$ cat config.mk
export PLATFORM = sky130hd
export DESIGN_NAME = mips_integer_alu_execute
export DESIGN_NICKNAME = d
export VERILOG_FILES = /design/src/hw/rtl/mipsalu_pkg.sv /design/src/hw/rtl/mips_integer_alu_execute.sv
export SDC_FILE = /design/constraint.sdc
export NUM_CORES = 2
export LEC_CHECK = 0
export ABC_AREA = 1
export BUFFER_PORTS_ARGS = -buffer_cell sky130_fd_sc_hd__buf_2
export CORE_ASPECT_RATIO = 1.4
export CORE_MARGIN = 10
export CORE_UTILIZATION = 35
export CTS_CLUSTER_SIZE = 40
export DETAILED_ROUTE_END_ITERATION = 6
export HOLD_SLACK_MARGIN = 0.03
export PLACE_DENSITY = 0.56
export SETUP_SLACK_MARGIN = 0.1
export SLEW_MARGIN = 5
export SYNTH_ARGS = -nofsm -noshare
export SYNTH_HDL_FRONTEND = slang
export SYNTH_SLANG_ARGS = --single-unit
export TNS_END_PERCENT = 30
$ cat constraint.sdc
create_clock -name aclk -period 7 [get_ports aclk]
set_input_delay 1.4 -clock aclk [delete_from_list [all_inputs] [get_ports aclk]]
set_output_delay 1.4 -clock aclk [all_outputs]
set_load 0.05 [all_outputs]
$ cat src/hw/rtl/mipsalu_pkg.sv
// ----------------------------------------------------------------------------
// mipsalu_pkg
// opcode and function codes for the integer alu execute block
// ----------------------------------------------------------------------------
`timescale 1ns / 1ps
`default_nettype none

package mipsalu_pkg;

    localparam int unsigned XLEN      = 32;
    localparam int unsigned REG_COUNT = 32;
    localparam int unsigned REG_IDX_W = 5;

    typedef logic [XLEN-1:0]      word_t;
    typedef logic [REG_IDX_W-1:0] reg_idx_t;
    typedef logic [5:0]           code_t;

    // primary opcodes
    localparam code_t OP_SPECIAL = 6'h00;
    localparam code_t OP_ADDIU   = 6'h09;
    localparam code_t OP_SLTI    = 6'h0A;
    localparam code_t OP_SLTIU   = 6'h0B;
    localparam code_t OP_ANDI    = 6'h0C;
    localparam code_t OP_ORI     = 6'h0D;
    localparam code_t OP_XORI    = 6'h0E;
    localparam code_t OP_LUI     = 6'h0F;

    // special function codes
    localparam code_t FN_SLL  = 6'h00;
    localparam code_t FN_SRL  = 6'h02;
    localparam code_t FN_SRA  = 6'h03;
    localparam code_t FN_ADDU = 6'h21;
    localparam code_t FN_SUBU = 6'h23;
    localparam code_t FN_AND  = 6'h24;
    localparam code_t FN_OR   = 6'h25;
    localparam code_t FN_XOR  = 6'h26;
    localparam code_t FN_NOR  = 6'h27;
    localparam code_t FN_SLT  = 6'h2A;
    localparam code_t FN_SLTU = 6'h2B;

    localparam word_t PC_STEP = 32'd4;

endpackage

`default_nettype wire

$ cat src/hw/rtl/mips_integer_alu_execute.sv
// ----------------------------------------------------------------------------
// mips_integer_alu_execute
// decodes and executes the integer alu subset on a 32-entry register file
// ----------------------------------------------------------------------------
// One instruction beat in, one result beat out. The block takes a new beat
// every cycle unless the output stalls; execute and output are registered. The
// register file is a synchronous memory with two read ports (rs, rt) read
// at input accept and one write port written as a result leaves execute;
// a write in the same cycle as the next read is forwarded. Register file
// entries read as zero until first written, so no clearing pass is needed
// after reset. Unsupported words leave regfile and retired count unchanged.
`timescale 1ns / 1ps
`default_nettype none

module mips_integer_alu_execute import mipsalu_pkg::*; (
    input  wire logic        aclk,
    input  wire logic        aresetn,
    input  wire logic        s_valid,
    output logic             s_ready,
    input  wire logic [31:0] s_instruction_word,
    input  wire logic [31:0] s_instruction_address,
    output logic             m_valid,
    input  wire logic        m_ready,
    output logic             m_supported,
    output logic             m_wrote,
    output logic [4:0]       m_dest_index,
    output logic [31:0]      m_dest_value,
    output logic [31:0]      m_next_address,
    output logic [31:0]      m_retired_total
);

    word_t                  regfile_mem [REG_COUNT];
    logic [REG_COUNT-1:0]   written_reg;

    logic     ex_valid_reg;
    word_t    ex_word_reg;
    word_t    ex_addr_reg;
    word_t    rd_a_reg;
    word_t    rd_b_reg;
    logic     rd_a_vld_reg;
    logic     rd_b_vld_reg;
    logic     fwd_a_reg;
    logic     fwd_b_reg;
    word_t    fwd_val_reg;

    word_t    retired_reg;
    word_t    retired_next;

    logic     out_valid_reg;
    logic     out_supported_reg;
    logic     out_wrote_reg;
    reg_idx_t out_dest_reg;
    word_t    out_value_reg;
    word_t    out_next_addr_reg;
    word_t    out_retired_reg;

    logic     s_fire;
    logic     ex_advance;
    reg_idx_t in_rs;
    reg_idx_t in_rt;

    code_t    primary;
    code_t    funct;
    reg_idx_t ex_rt;
    reg_idx_t ex_rd;
    reg_idx_t shamt;
    logic [15:0] imm;
    word_t    zimm;
    word_t    simm;
    word_t    op_a;
    word_t    op_b;
    logic     ok;
    reg_idx_t dest;
    word_t    val;
    logic     wr_en;

    assign in_rs = s_instruction_word[25:21];
    assign in_rt = s_instruction_word[20:16];

    assign ex_advance = ex_valid_reg && (!out_valid_reg || m_ready);
    assign s_ready    = !ex_valid_reg || ex_advance;
    assign s_fire     = s_valid && s_ready;

    // execute
    assign primary = ex_word_reg[31:26];
    assign ex_rt   = ex_word_reg[20:16];
    assign ex_rd   = ex_word_reg[15:11];
    assign shamt   = ex_word_reg[10:6];
    assign funct   = ex_word_reg[5:0];
    assign imm     = ex_word_reg[15:0];
    assign zimm    = {16'h0000, imm};
    assign simm    = {{16{imm[15]}}, imm};

    always_comb begin
        if (fwd_a_reg) begin
            op_a = fwd_val_reg;
        end else begin
            op_a = rd_a_vld_reg ? rd_a_reg : '0;
        end
        if (fwd_b_reg) begin
            op_b = fwd_val_reg;
        end else begin
            op_b = rd_b_vld_reg ? rd_b_reg : '0;
        end
    end

    always_comb begin
        ok   = 1'b1;
        dest = '0;
        val  = '0;
        if (ex_word_reg == '0) begin
            dest = '0;
        end else if (primary == OP_SPECIAL) begin
            dest = ex_rd;
            case (funct)
                FN_SLL:  val = op_b << shamt;
                FN_SRL:  val = op_b >> shamt;
                FN_SRA:  val = word_t'($signed(op_b) >>> shamt);
                FN_ADDU: val = op_a + op_b;
                FN_SUBU: val = op_a - op_b;
                FN_AND:  val = op_a & op_b;
                FN_OR:   val = op_a | op_b;
                FN_XOR:  val = op_a ^ op_b;
                FN_NOR:  val = ~(op_a | op_b);
                FN_SLT:  val = {31'd0, $signed(op_a) < $signed(op_b)};
                FN_SLTU: val = {31'd0, op_a < op_b};
                default: ok = 1'b0;
            endcase
        end else begin
            dest = ex_rt;
            case (primary)
                OP_ADDIU: val = op_a + simm;
                OP_SLTI:  val = {31'd0, $signed(op_a) < $signed(simm)};
                OP_SLTIU: val = {31'd0, op_a < simm};
                OP_ANDI:  val = op_a & zimm;
                OP_ORI:   val = op_a | zimm;
                OP_XORI:  val = op_a ^ zimm;
                OP_LUI:   val = {imm, 16'h0000};
                default:  ok = 1'b0;
            endcase
        end
        if (!ok) begin
            dest = '0;
            val  = '0;
        end
    end

    assign wr_en        = ex_advance && ok && (dest != '0);
    assign retired_next = retired_reg + word_t'(ok);

    // register file memory
    always_ff @(posedge aclk) begin
        if (wr_en) begin
            regfile_mem[dest] <= val;
        end
        if (s_fire) begin
            rd_a_reg <= regfile_mem[in_rs];
            rd_b_reg <= regfile_mem[in_rt];
        end
    end

    // control and payload
    always_ff @(posedge aclk) begin
        if (!aresetn) begin
            written_reg   <= '0;
            ex_valid_reg  <= 1'b0;
            out_valid_reg <= 1'b0;
            retired_reg   <= '0;
            fwd_a_reg     <= 1'b0;
            fwd_b_reg     <= 1'b0;
            rd_a_vld_reg  <= 1'b0;
            rd_b_vld_reg  <= 1'b0;
        end else begin
            if (wr_en) begin
                written_reg[dest] <= 1'b1;
            end
            if (s_fire) begin
                ex_valid_reg <= 1'b1;
                rd_a_vld_reg <= written_reg[in_rs];
                rd_b_vld_reg <= written_reg[in_rt];
                fwd_a_reg    <= wr_en && (dest == in_rs);
                fwd_b_reg    <= wr_en && (dest == in_rt);
            end else if (ex_advance) begin
                ex_valid_reg <= 1'b0;
            end
            if (ex_advance) begin
                out_valid_reg <= 1'b1;
                retired_reg   <= retired_next;
            end else if (m_ready) begin
                out_valid_reg <= 1'b0;
            end
        end
    end

    always_ff @(posedge aclk) begin
        if (s_fire) begin
            ex_word_reg <= s_instruction_word;
            ex_addr_reg <= s_instruction_address;
            fwd_val_reg <= val;
        end
        if (ex_advance) begin
            out_supported_reg <= ok;
            out_wrote_reg     <= ok && (dest != '0);
            out_dest_reg      <= dest;
            out_value_reg     <= val;
            out_next_addr_reg <= ok ? ex_addr_reg + PC_STEP : '0;
            out_retired_reg   <= retired_next;
        end
    end

    assign m_valid         = out_valid_reg;
    assign m_supported     = out_supported_reg;
    assign m_wrote         = out_wrote_reg;
    assign m_dest_index    = out_dest_reg;
    assign m_dest_value    = out_value_reg;
    assign m_next_address  = out_next_addr_reg;
    assign m_retired_total = out_retired_reg;

endmodule

`default_nettype wire
==> flow_summary.ini <==
[grt]
grt_use_met3_pct = 5.41
grt_overflow = 0
gr-max-usage-layer = met2
grtUsageMet1_pct = 32.7
first_global_vias = 68800
grt_max_degree = 164
antenna_found_initial = 35
met2_usage_pct = 49.9
grtUsageTotal_pct = 29.7
grt_pass1_wl_microns = 514000

[floorplan]
placementRows = 202
initial_utilization_pct = 35.2
die_width_microns = 414
pin_count = 173
die-area_sq_um = 237000
core_sq_um = 216000
die_h_microns = 572

[layout]
nNetsFinal = 8882
post-route-util_pct = 39.5
drive_gt1_share_pct = 8.43
area_growth_pct = 12.3
top_register = regfile_mem
largest_reg_flops = 1024

[clock_tree]
clock_sinks = 1357
cts-root-buf = clkbuf_16
clockBufferDepth = 4
h-tree-depth = 4
clk_latency_ns = 0.84
path_clk_slew_ns = 0.07
post_cts_buffers = 0
cts_resized = 0
cts_tree = yes
cts_hold_buffers = 0
cts_buffers = 148

[synthesis]
synth.distinct_cells = 59
yosys.area_share.simple_pct = 19.5
synthMuxAreaShare_pct = 0
syn_inst = 8637
synth-edff-count = 1287
async_flop_share_pct = 0
synth_compound_area_share_pct = 18.6
ys_ff_latch = 1357
syn_area_sq_um = 76100
synth_xor_area_share_pct = 0.426
synth_top_family_by_area = simple AND/OR/NAND/NOR gates
avgSynthCellArea_sq_um = 8.82
synthAdderAreaFrac_pct = 3.40
yosysWarnings = 0
synthFlopType = edfxtp_1
yosysSeqAreaShare_pct = 52.6

[timing]
setup_ws_ns = 1.14
skew_ns = 0.0875
period_minus_slack_ns = 5.86
fin_tns_setup_ns = 0
worst_pin_slew_ns = 1.53
finalHoldViolations = 0
finalSetupViolations = 0
drv_slew = 2
rsz0062_at_grt = false
fmax_ghz = 0.171
slew_headroom_pct = -2.97
final.period_utilization_pct = 83.7

[place]
place_ws_ns = 1.36
portBuffers = 172
finalWeightedCongestion = 1.10
hpwl_microns = 249000

[min_path]
hp-start = written_reg[0]
holdPathStages = 2
hold_end = written_reg[0]
hold_class = flop to flop

[detailed_routing]
routedWlPerCell_microns = 31.8
dr.pass1.iters = 7
ant_nets = 0
via_count = 72200
drtIter0Drc = 9248
drt-total-wl_microns = 368000
drc = 9
avgViaCountPerCell = 6.23

[critical_path]
end_kind = flop
worstPathMaxFanout = 34
arrival_ns = 6.33
r2r_end = regfile_mem[23][29]
cp-start-kind = flop
r2r-start = fwd_a_reg
cp.required_ns = 7.47
rr_worst_depth = 18
critPathKind = flop to flop
rrSetupSlack_ns = 1.14

[power]
comb_power_share_pct = 15.3
p_int_uw = 14000
peakVddDrop_uv = 154
p_sw_uw = 5770
total_leakage_power_uw = 0.0327
power.share.switching_pct = 29.2
seq_power_share_pct = 45.8
p_clk_share_pct = 39.0
powerDensity_nw_per_um2 = 231

[outcome]
run_status = complete, but fails checks
violations = DRC, capacitance limit, slew limit

[flow_run]
maxCapViolations = 1
## power groups by stage
stage	Sequential, uW	Clock (uW)	Combinational [uW]
3_5_place_dp	9220	0	2900
3_3_place_gp	9220	0	2880
6_report	9050	7710	3020
2_1_floorplan	9250	0	1630
4_1_cts	9040	7820	2910
5_1_grt	9050	8100	3180
## final cells by class
| cell class | count | area (sq um) |
|---|---|---|
| fill | 21400 | 131000 |
| sequential | 1357 | 40100 |
| multi-input combinational | 6222 | 32400 |
| clock buffer | 189 | 3970 |
| tap | 2856 | 3570 |
| timing repair buffer | 389 | 2970 |
| inverter | 491 | 1910 |
| clock inverter | 71 | 632 |
| antenna | 14 | 35.0 |
## cells in the final DEF (no fill, tap or decap), types with 57 or more instances in the layout
master	n
buf_2	166
o21ai_0	1262
nand2_1	1101
nor2_1	1521
nand3_1	728
a21oi_1	285
o22ai_1	137
o221ai_1	398
ha_1	202
inv_1	455
dfxtp_1	68
buf_4	182
a32oi_1	57
edfxtp_1	1287
a31oi_1	72
clkbuf_16	150
## synth_stat cells (54+ instances only)
cell | n | area share [%]
nand2_1 | 1104 | 5.4
o22ai_1 | 137 | 1.1
nand3_1 | 728 | 4.8
nand4_1 | 55 | 0.45
edfxtp_1 | 1287 | 51
buf_1 | 56 | 0.28
o221ai_1 | 398 | 4.6
dfxtp_1 | 70 | 1.8
inv_1 | 465 | 2.3
a31oi_1 | 72 | 0.59
nor2_1 | 1567 | 7.7
a32oi_1 | 57 | 0.66
clkbuf_1 | 512 | 2.5
ha_1 | 202 | 3.3
o21ai_0 | 1266 | 8.3
nor3_1 | 54 | 0.35
a21oi_1 | 289 | 1.9
## worst max-delay path: stages (launching register included)
cell     delay, ns
dfxtp_2       0.33
inv_1         0.06
nand2_1       0.05
inv_1         0.54
buf_4         0.30
a22oi_1       0.11
inv_1         0.27
ha_1          0.51
inv_1         0.32
o21ai_0       0.14
nor2_1        1.11
nand2_1       0.12
a21oi_1       0.25
nand2_1       0.29
nor2_1        0.28
nand3_1       0.29
nand2_1       0.17
nor2_2        0.04
buf_4         0.27
## cell families (layout without fill, tap and decap cells)
family | Yosys count | after routing
xor+xnor | 37 | 37
compound gates | 2357 | 2357
simple gates | 3591 | 3591
flops | 1357 | 1357
fa+ha+maj | 205 | 205
other cells | 1 | 46
buf+inv | 1089 | 1140
## per-stage QoR
| stage | power, uW | hold slack, ns | cells | area [sq um] |
|---|---|---|---|---|
| 2_1_floorplan | 10900 | 0.421 | 8668 | 76300 |
| 3_3_place_gp | 12100 | 0.443 | 11300 | 80900 |
| 3_5_place_dp | 12100 | 0.445 | 11300 | 80900 |
| 6_report | 19800 | 0.461 | 11600 | 85500 |
| 4_1_cts | 19800 | 0.456 | 11600 | 85500 |
| 5_1_grt | 20300 | 0.485 | 11600 | 85500 |
## metal layers
layer  vias to the layer above  part of all wire (%)
met2                      4654                    47
met1                     35300                    34
met3                      1189                   8.5
li1                      31000                     -
met4                         6                   9.9
met5                         -                0.0092
## how the worst max path moves through the flow
| stage | startpoint | endpoint | slack (ns) |
|---|---|---|---|
| after floorplan | m_ready | fwd_a_reg | 1.16 |
| after global placement | fwd_a_reg | regfile_mem[27][18] | 1.23 |
| after detailed placement | fwd_a_reg | regfile_mem[27][18] | 1.36 |
| after CTS | fwd_a_reg | regfile_mem[0][18] | 1.35 |
| after global routing | fwd_a_reg | regfile_mem[5][18] | 1.19 |
| final | fwd_a_reg | regfile_mem[23][29] | 1.14 |
Power figures use the tool's default switching activity.
